**src/rtl/dips_pkg.sv**
```systemverilog
// Shared types and constants for the dual incremental PI step unit.
// Used by the controller, the datapath, the top level and the checker.
package dips_pkg;

  localparam int SIGNAL_WIDTH_DEF = 32;

  localparam int CFG_IDX_W = 3;
  localparam logic [CFG_IDX_W-1:0] REG_VOLTAGE_TARGET = 3'd0;
  localparam logic [CFG_IDX_W-1:0] REG_CURRENT_TARGET = 3'd1;
  localparam logic [CFG_IDX_W-1:0] REG_VOLTAGE_KP     = 3'd2;
  localparam logic [CFG_IDX_W-1:0] REG_VOLTAGE_KI     = 3'd3;
  localparam logic [CFG_IDX_W-1:0] REG_CURRENT_KP     = 3'd4;
  localparam logic [CFG_IDX_W-1:0] REG_CURRENT_KI     = 3'd5;
  localparam logic [CFG_IDX_W-1:0] REG_SAMPLE_PERIOD  = 3'd6;

  // 195.0 and 20.0 in Q16.16
  localparam logic [23:0] VOLT_MAX     = 24'd12779520;
  localparam logic [23:0] VOLT_RESTART = 24'd1310720;
  localparam logic [5:0]  STARTUP_TICKS = 6'd50;
  localparam logic [5:0]  STARTUP_DONE  = 6'd55;

  localparam logic LOOP_VOLTAGE = 1'b0;
  localparam logic LOOP_CURRENT = 1'b1;

  typedef enum logic [3:0] {
    OP_NONE,
    OP_LOAD,
    OP_KT,
    OP_P,
    OP_IH,
    OP_IL,
    OP_ACC,
    OP_SUM,
    OP_UPD,
    OP_OUT
  } op_e;

  typedef struct packed {
    op_e  op;
    logic loop;
  } cmd_t;

  typedef struct packed {
    logic out_free;
  } status_t;

endpackage

```
**src/rtl/dips_ctrl.sv**
```systemverilog
// Sequencer for the dual incremental PI step unit.
// Depends on dips_pkg; drives the datapath through cmd_t, reads status_t.
module dips_ctrl (
  input  logic              clk_i,
  input  logic              rst_ni,
  input  logic              in_valid_i,
  output logic              in_stall_o,
  input  dips_pkg::status_t status_i,
  output dips_pkg::cmd_t    cmd_o
);
  import dips_pkg::*;

  localparam logic [3:0] ST_IDLE = 4'd0;
  localparam logic [3:0] ST_KT   = 4'd1;
  localparam logic [3:0] ST_P    = 4'd2;
  localparam logic [3:0] ST_IH   = 4'd3;
  localparam logic [3:0] ST_IL   = 4'd4;
  localparam logic [3:0] ST_ACC  = 4'd5;
  localparam logic [3:0] ST_SUM  = 4'd6;
  localparam logic [3:0] ST_UPD  = 4'd7;
  localparam logic [3:0] ST_OUT  = 4'd8;

  logic [3:0] state_q, state_d;
  logic       loop_q, loop_d;

  always_comb begin
    state_d   = state_q;
    loop_d    = loop_q;
    cmd_o.op   = OP_NONE;
    cmd_o.loop = loop_q;
    unique case (state_q)
      ST_IDLE: begin
        if (in_valid_i) begin
          cmd_o.op = OP_LOAD;
          loop_d   = LOOP_VOLTAGE;
          state_d  = ST_KT;
        end
      end
      ST_KT: begin
        cmd_o.op = OP_KT;
        state_d  = ST_P;
      end
      ST_P: begin
        cmd_o.op = OP_P;
        state_d  = ST_IH;
      end
      ST_IH: begin
        cmd_o.op = OP_IH;
        state_d  = ST_IL;
      end
      ST_IL: begin
        cmd_o.op = OP_IL;
        state_d  = ST_ACC;
      end
      ST_ACC: begin
        cmd_o.op = OP_ACC;
        state_d  = ST_SUM;
      end
      ST_SUM: begin
        cmd_o.op = OP_SUM;
        state_d  = ST_UPD;
      end
      ST_UPD: begin
        cmd_o.op = OP_UPD;
        if (loop_q == LOOP_VOLTAGE) begin
          loop_d  = LOOP_CURRENT;
          state_d = ST_KT;
        end else begin
          state_d = ST_OUT;
        end
      end
      ST_OUT: begin
        if (status_i.out_free) begin
          cmd_o.op = OP_OUT;
          state_d  = ST_IDLE;
        end
      end
      default: begin
        state_d = ST_IDLE;
      end
    endcase
  end

  assign in_stall_o = (state_q != ST_IDLE);

  always_ff @(posedge clk_i or negedge rst_ni) begin
    if (!rst_ni) begin
      state_q <= ST_IDLE;
      loop_q  <= LOOP_VOLTAGE;
    end else begin
      state_q <= state_d;
      loop_q  <= loop_d;
    end
  end

endmodule

```
**src/rtl/dips_datapath.sv**
```systemverilog
// Datapath for the dual incremental PI step unit: registers, loop state,
// one shared multiplier, accumulators and the output word. Depends on dips_pkg.
module dips_datapath #(
  parameter int SIGNAL_WIDTH = dips_pkg::SIGNAL_WIDTH_DEF
) (
  input  logic                           clk_i,
  input  logic                           rst_ni,
  input  logic                           cfg_we_i,
  input  logic [dips_pkg::CFG_IDX_W-1:0] cfg_index_i,
  input  logic [31:0]                    cfg_data_i,
  input  logic signed [31:0]             measured_voltage_i,
  input  logic signed [31:0]             measured_current_i,
  input  dips_pkg::cmd_t                 cmd_i,
  output dips_pkg::status_t              status_o,
  output logic                           out_valid_o,
  input  logic                           out_stall_i,
  output logic [23:0]                    voltage_drive_o,
  output logic signed [31:0]             current_drive_o,
  output logic                           integral_active_o
);
  import dips_pkg::*;

  localparam int W  = SIGNAL_WIDTH;
  localparam int AW = W + 1;
  localparam int PW = W + 18;
  localparam int IW = W + 34;
  localparam int SW = W + 12;
  localparam int EW = (W > 33) ? W : 33;

  localparam logic signed [EW-1:0] E_MAX = EW'($signed({1'b0, {(W-1){1'b1}}}));
  localparam logic signed [EW-1:0] E_MIN = EW'($signed({1'b1, {(W-1){1'b0}}}));
  localparam logic signed [SW-1:0] S_MAX = SW'($signed({1'b0, {(W-1){1'b1}}}));
  localparam logic signed [SW-1:0] S_MIN = SW'($signed({1'b1, {(W-1){1'b0}}}));
  localparam logic signed [SW-1:0] U_MAX = $signed(SW'(VOLT_MAX));

  function automatic logic signed [W-1:0] err_sat(input logic signed [31:0] tgt,
                                                  input logic signed [31:0] meas);
    logic signed [32:0]   d33;
    logic signed [EW-1:0] d;
    d33 = 33'(tgt) - 33'(meas);
    d   = EW'(d33);
    if (d > E_MAX) begin
      return W'(E_MAX);
    end else if (d < E_MIN) begin
      return W'(E_MIN);
    end
    return W'(d);
  endfunction

  // configuration
  logic signed [31:0] vt_q, ct_q;
  logic [15:0]        vkp_q, vki_q, ckp_q, cki_q, per_q;

  // loop state
  logic signed [W-1:0] ve_q, ce_q, prev_ve_q, prev_ce_q, cacc_q;
  logic [23:0]         vacc_q;
  logic                ven_q;
  logic [5:0]          cnt_q;

  // work registers
  logic [31:0]          kt_q;
  logic signed [PW-1:0] prod_q, prod_d;
  logic signed [SW-1:0] p_q, u_q;
  logic signed [IW-1:0] i_q;

  // output word
  logic                out_valid_q;
  logic [23:0]         vdrv_q;
  logic signed [31:0]  cdrv_q;
  logic                iact_q;

  logic signed [W-1:0]  err, prev;
  logic [15:0]          kp, ki;
  logic signed [SW-1:0] acc_ext, iterm;
  logic signed [AW-1:0] delta, mul_a;
  logic [15:0]          mul_b;
  logic                 use_i, over, under;

  always_comb begin
    if (cmd_i.loop == LOOP_CURRENT) begin
      err     = ce_q;
      prev    = prev_ce_q;
      kp      = ckp_q;
      ki      = cki_q;
      acc_ext = SW'(cacc_q);
    end else begin
      err     = ve_q;
      prev    = prev_ve_q;
      kp      = vkp_q;
      ki      = vki_q;
      acc_ext = SW'($signed({1'b0, vacc_q}));
    end
    delta = AW'(err) - AW'(prev);
    use_i = (cmd_i.loop == LOOP_CURRENT) || ven_q;
    iterm = use_i ? SW'(i_q >>> 24) : '0;
    over  = (u_q > U_MAX);
    under = u_q[SW-1];
  end

  always_comb begin
    mul_a = '0;
    mul_b = '0;
    unique case (cmd_i.op)
      OP_KT: begin
        mul_a = AW'($signed({1'b0, ki}));
        mul_b = per_q;
      end
      OP_P: begin
        mul_a = delta;
        mul_b = kp;
      end
      OP_IH: begin
        mul_a = AW'(err);
        mul_b = kt_q[31:16];
      end
      OP_IL: begin
        mul_a = AW'(err);
        mul_b = kt_q[15:0];
      end
      default: begin
        mul_a = '0;
        mul_b = '0;
      end
    endcase
    prod_d = PW'(mul_a) * PW'($signed({1'b0, mul_b}));
  end

  always_ff @(posedge clk_i) begin
    prod_q <= prod_d;
    unique case (cmd_i.op)
      OP_LOAD: begin
        ve_q <= err_sat(vt_q, measured_voltage_i);
        ce_q <= err_sat(ct_q, measured_current_i);
      end
      OP_P:    kt_q <= prod_q[31:0];
      OP_IH:   p_q  <= acc_ext + SW'(prod_q >>> 8);
      OP_IL:   i_q  <= IW'(prod_q) <<< 16;
      OP_ACC:  i_q  <= i_q + IW'(prod_q);
      OP_SUM:  u_q  <= p_q + iterm;
      OP_OUT: begin
        vdrv_q <= vacc_q;
        cdrv_q <= 32'(cacc_q);
        iact_q <= ven_q;
      end
      default: ;
    endcase
  end

  always_ff @(posedge clk_i or negedge rst_ni) begin
    if (!rst_ni) begin
      vt_q  <= '0;
      ct_q  <= '0;
      vkp_q <= '0;
      vki_q <= '0;
      ckp_q <= '0;
      cki_q <= '0;
      per_q <= '0;
    end else if (cfg_we_i) begin
      unique case (cfg_index_i)
        REG_VOLTAGE_TARGET: vt_q  <= cfg_data_i;
        REG_CURRENT_TARGET: ct_q  <= cfg_data_i;
        REG_VOLTAGE_KP:     vkp_q <= cfg_data_i[15:0];
        REG_VOLTAGE_KI:     vki_q <= cfg_data_i[15:0];
        REG_CURRENT_KP:     ckp_q <= cfg_data_i[15:0];
        REG_CURRENT_KI:     cki_q <= cfg_data_i[15:0];
        REG_SAMPLE_PERIOD:  per_q <= cfg_data_i[15:0];
        default: ;
      endcase
    end
  end

  always_ff @(posedge clk_i or negedge rst_ni) begin
    if (!rst_ni) begin
      prev_ve_q <= '0;
      prev_ce_q <= '0;
      vacc_q    <= '0;
      cacc_q    <= '0;
      ven_q     <= 1'b1;
      cnt_q     <= '0;
    end else if (cmd_i.op == OP_UPD) begin
      if (cmd_i.loop == LOOP_VOLTAGE) begin
        prev_ve_q <= ve_q;
        if (over) begin
          vacc_q <= (cnt_q < STARTUP_TICKS) ? VOLT_RESTART : VOLT_MAX;
        end else if (under) begin
          vacc_q <= '0;
        end else begin
          vacc_q <= u_q[23:0];
        end
        // anti-windup looks at the unclamped sum
        ven_q <= !((over && !ve_q[W-1] && (ve_q != '0)) || (under && ve_q[W-1]));
        if (over && (cnt_q < STARTUP_TICKS)) begin
          cnt_q <= STARTUP_DONE;
        end else if (cnt_q < STARTUP_TICKS) begin
          cnt_q <= cnt_q + 6'd1;
        end
      end else begin
        prev_ce_q <= ce_q;
        if (u_q > S_MAX) begin
          cacc_q <= W'(S_MAX);
        end else if (u_q < S_MIN) begin
          cacc_q <= W'(S_MIN);
        end else begin
          cacc_q <= W'(u_q);
        end
      end
    end
  end

  always_ff @(posedge clk_i or negedge rst_ni) begin
    if (!rst_ni) begin
      out_valid_q <= 1'b0;
    end else if (cmd_i.op == OP_OUT) begin
      out_valid_q <= 1'b1;
    end else if (!out_stall_i) begin
      out_valid_q <= 1'b0;
    end
  end

  assign status_o.out_free  = !out_valid_q || !out_stall_i;
  assign out_valid_o        = out_valid_q;
  assign voltage_drive_o    = vdrv_q;
  assign current_drive_o    = cdrv_q;
  assign integral_active_o  = iact_q;

endmodule

```
**src/rtl/dual_incremental_pi_step_unit.sv**
```systemverilog
// Top level of the dual incremental PI step unit.
// Depends on dips_pkg, dips_ctrl and dips_datapath.
//
// Usage:
//   Input channel (in_valid_i / in_stall_o) takes one word per sample tick:
//   measured voltage and current, signed Q16.16. Output channel
//   (out_valid_o / out_stall_i) returns one word per tick: clamped voltage
//   drive, saturated current drive and the voltage integral enable.
//   Configuration writes (cfg_valid_i / cfg_ready_o) are always taken; write
//   them only while no tick is in flight. Index 7 is ignored.
// Timing:
//   A tick is accepted only while the unit is idle, and the unit stays busy until its
//   result word is handed to the output register; only then is the next word accepted.
//   The serial schedule follows from the single shared multiplier: the unit runs seven
//   steps per loop for the two loops in turn.
// Reset and stall:
//   Reset clears the configuration, previous errors, accumulators and the start-up
//   window, and sets the integral enable. A result word waits in the output
//   register while the receiver stalls; the next tick may be accepted and
//   computed meanwhile, and holds in its last step until the output register frees up.
module dual_incremental_pi_step_unit #(
  parameter int SIGNAL_WIDTH = dips_pkg::SIGNAL_WIDTH_DEF
) (
  input  logic                           clk_i,
  input  logic                           rst_ni,
  input  logic                           cfg_valid_i,
  output logic                           cfg_ready_o,
  input  logic [dips_pkg::CFG_IDX_W-1:0] cfg_index_i,
  input  logic [31:0]                    cfg_data_i,
  input  logic                           in_valid_i,
  output logic                           in_stall_o,
  input  logic signed [31:0]             measured_voltage_i,
  input  logic signed [31:0]             measured_current_i,
  output logic                           out_valid_o,
  input  logic                           out_stall_i,
  output logic [23:0]                    voltage_drive_o,
  output logic signed [31:0]             current_drive_o,
  output logic                           integral_active_o
);
  import dips_pkg::*;

  cmd_t    cmd;
  status_t status;

  assign cfg_ready_o = 1'b1;

  dips_ctrl u_ctrl (
    .clk_i      (clk_i),
    .rst_ni     (rst_ni),
    .in_valid_i (in_valid_i),
    .in_stall_o (in_stall_o),
    .status_i   (status),
    .cmd_o      (cmd)
  );

  dips_datapath #(
    .SIGNAL_WIDTH (SIGNAL_WIDTH)
  ) u_datapath (
    .clk_i              (clk_i),
    .rst_ni             (rst_ni),
    .cfg_we_i           (cfg_valid_i && cfg_ready_o),
    .cfg_index_i        (cfg_index_i),
    .cfg_data_i         (cfg_data_i),
    .measured_voltage_i (measured_voltage_i),
    .measured_current_i (measured_current_i),
    .cmd_i              (cmd),
    .status_o           (status),
    .out_valid_o        (out_valid_o),
    .out_stall_i        (out_stall_i),
    .voltage_drive_o    (voltage_drive_o),
    .current_drive_o    (current_drive_o),
    .integral_active_o  (integral_active_o)
  );

endmodule

```
**config.mk**
```make
export PLATFORM = sky130hd
export DESIGN_NAME = dual_incremental_pi_step_unit
export DESIGN_NICKNAME = d
export VERILOG_FILES = /design/src/rtl/dips_pkg.sv /design/src/rtl/dips_ctrl.sv /design/src/rtl/dips_datapath.sv /design/src/rtl/dual_incremental_pi_step_unit.sv
export SDC_FILE = /design/constraint.sdc
export NUM_CORES = 2
export LEC_CHECK = 0
export BUFFER_PORTS_ARGS = -buffer_cell sky130_fd_sc_hd__buf_4
export CORE_AREA = 10 10 347 349
export DETAILED_ROUTE_END_ITERATION = 12
export DIE_AREA = 0 0 357 359
export PLACE_DENSITY_LB_ADDON = 0.25
export SYNTH_ARGS = -nofsm -noshare
export SYNTH_HDL_FRONTEND = slang
export SYNTH_HIERARCHICAL = 1
export SYNTH_SLANG_ARGS = --single-unit
```
**constraint.sdc**
```tcl
create_clock -name clk_i -period 26.8 [get_ports clk_i]
set_input_delay 1.34 -clock clk_i [delete_from_list [all_inputs] [get_ports clk_i]]
set_output_delay 1.34 -clock clk_i [all_outputs]
set_load 0.1 [all_outputs]
```
==> impl_metrics.toml <==
[yosys]
synth-xor-area-share_pct = 4.15
ys_ff_latch = 634
synth_cell_types = 115
synth_top_family_by_area = "adder cells"
synth-edff-count = 307
synth_ff_type = "edfxtp_1"
seq_area_frac_synth_pct = 30.4
synth_warnings = 6
synth_top_cell_area_share_pct = 18.1
synth_area_leaders = "fa_1 18%, edfxtp_1 16%, dfrtp_1 12%, ha_1 8.1%, nand2_1 5.4%"
synth-compound-area-share_pct = 13.7
synth_area_per_cell_sq_um = 9.57
synthCells = 5890
yosysTopAreaCell = "fa_1"
synth_fa_ha_area_share_pct = 26.3
synthArstFlopShare_pct = 43.7
synthMuxAreaShare_pct = 5.13
synth-simple-area-share_pct = 13.5
synth_area_sq_mm = 0.0564
syn_nets = 6869

[critical_path]
cp-endpoint = "u_datapath/prod_q[47]"
start_kind = "register"
end_kind = "register"
critPathLaunch = "u_ctrl/loop_q"
regToRegStartpoint = "u_ctrl/loop_q"
max_stage_delay_ns = 0.95
slowest_stage = "dfrtp_4"
critPathRequiredTime_ns = 27.37
timing.rr.end = "u_datapath/prod_q[47]"
r2r_slack_ns = 15.59
cp_common_cell = "fa_1"
worstPathMaxFanout = 48
critPathArrivalTime_ns = 11.77
path_class = "register to register"
reg2reg_depth = 34

[floorplanning]
die_w_um = 357
die_area_sq_mm = 0.128
initial_core_util_pct = 49.6
fp.dieH_um = 359
core_area_sq_mm = 0.114
rows = 124
io_pins = 164

[clocking]
clock-sinks = 634
cts_made_buffers = 71
clkSlewWorstSetupHoldPaths_ns = 0.06
ctsHoldBuffers = 0
clkLatencyLatePin_ns = 0.64
ctsHtreeMaxLevel = 3
post-cts-setup-buffers = 0
clockBufferDepth = 3
cts_tree = "done"
cts_resized = 0
cts-root-buf = "clkbuf_16"

[global_route]
overflow = 0
grt_pass1_wl_um = 258000
grt_pass1_vias = 44327
antenna_found_initial = 5
grt_max_degree = 85
gr-usage-all-layers_pct = 25.5

[final_layout]
final_cell_mix = "816 x nand2_1, 722 x inv_1, 509 x fa_1"
drive_gt1_share_pct = 10.8
nets = 6932
fill_cells = 10233
final_common_cell = "nand2_1"
area_growth_pct = 9.09
insertedDiodeCount = 0

[sta]
finalSetupTns_ns = 0
maxSlewHeadroom_pct = 8.66
max_freq_mhz = 89.2
finalCritPeriodShare_pct = 41.8
rsz0062_at_grt = "false"
setup_violations = 0
slew_violations = 0
hold_viol = 0
finalClockSkew_ns = 0.0371
min_period_ns = 11.21
worst_pin_slew_ns = 1.36

[placed_design]
dpl.hpwl_um = 128000
place.gp.congestion = 0.939
numPortBuffers = 162

[route]
ant_nets = 0
via_per_inst = 5.77
dr.first_iter.drc_count = 3399
drt_pre_antenna_iters = 6
wl_um = 165000
route.detailed.drc = 0
wl_per_cell_um = 22.0
vias = 43406

[status]
status = "complete, no violations"

[flow_run]
cap_violations = 0

[min_path]
min_path_type = "register to register"
[stage by stage]
step / instance area [sq um] / hold slack, ns / cells / setup slack [ns] / utilization (%)
after floorplan: 56400 / 0.435 / 5890 / 16.48 / -
after global placement: 59200 / 0.443 / 7392 / 15.86 / 52.1
after detailed placement: 59200 / 0.453 / 7392 / 15.77 / 52.1
after CTS: 61500 / 0.454 / 7520 / 15.74 / 54.2
after global routing: 61500 / 0.475 / 7520 / 14.99 / 54.2
final: 61500 / 0.461 / 7520 / 15.59 / 54.2
[critical path: cells and delay by family, from the launching register on]
family,cells,cell delay (ns)
buffers and inverters,5,0.91
multiplexers,2,0.81
XOR/XNOR,1,0.12
adder cells (fa/ha/maj),8,3.76
AND/OR/NAND/NOR,6,1.14
AO/OA/AOI/OAI,12,3.39
flip-flops,1,0.95
[layer usage]
| metal | vias to the layer above | wire length [um] | track usage, % |
|---|---|---|---|
| li1 | 19943 | - | - |
| met1 | 21634 | 68000 | 32.9 |
| met2 | 1515 | 80600 | 43.6 |
| met3 | 312 | 10800 | 3.72 |
| met4 | 2 | 5970 | 8.34 |
| met5 | - | 11 | 0 |
[state kept, by name, indices dropped and copies added (netlist names), 44 cells and up]
register	cells
u_datapath/i_q	66
u_datapath/prod_q	50
u_datapath/p_q	44
u_datapath/u_q	44
[synth_stat cells, drive strengths merged (57+ instances only)]
master	n
nand2	818
inv	723
fa	509
nor2	384
a21oi	367
ha	366
edfxtp	307
dfrtp	276
o21ai	257
mux2	191
clkbuf	186
xnor2	174
a21o	163
nor2b	113
xor2	89
mux2i	74
nand2b	63
nand3	61
buf	57
[final cells by class]
type	instances	area, sq um	share of cell area [%]
inverter	723	2710	4.41
clock inverter	31	320	0.521
tap	1512	1890	3.08
timing repair buffer	235	1770	2.88
clock buffer	97	2010	3.26
sequential	634	17200	27.9
multi-input combinational	4288	35600	58.0
[cells by family (layout without fill, tap and decap cells)]
group | count (synthesis) | count (layout)
other | 1 | 1
AOI/OAI and AO/OA | 1178 | 1178
muxes | 265 | 265
buffers and inverters | 968 | 1086
and+or+nand+nor | 1698 | 1698
DFF | 634 | 634
xor gates and xnor gates | 263 | 263
adders and majority gates | 883 | 883
[worst min-delay path by stage]
stage / slack, ns / cells after the start / start / to
6_report: 0.46 / 2 / u_datapath/ce_q[29] / u_datapath/prev_ce_q[29]
5_1_grt: 0.47 / 2 / u_datapath/ce_q[0] / u_datapath/prev_ce_q[0]
3_3_place_gp: 0.44 / 2 / u_datapath/ce_q[31] / u_datapath/prev_ce_q[31]
2_1_floorplan: 0.43 / 2 / u_datapath/ce_q[10] / u_datapath/prev_ce_q[10]
4_1_cts: 0.45 / 2 / u_datapath/ce_q[30] / u_datapath/prev_ce_q[30]
3_5_place_dp: 0.45 / 0 / u_datapath/cacc_q[5] / u_datapath/current_drive_o[5]
Power is left out: the tool's default activity adds up to more than one toggle a clock period on the data nets, which glitch-free logic cannot reach.
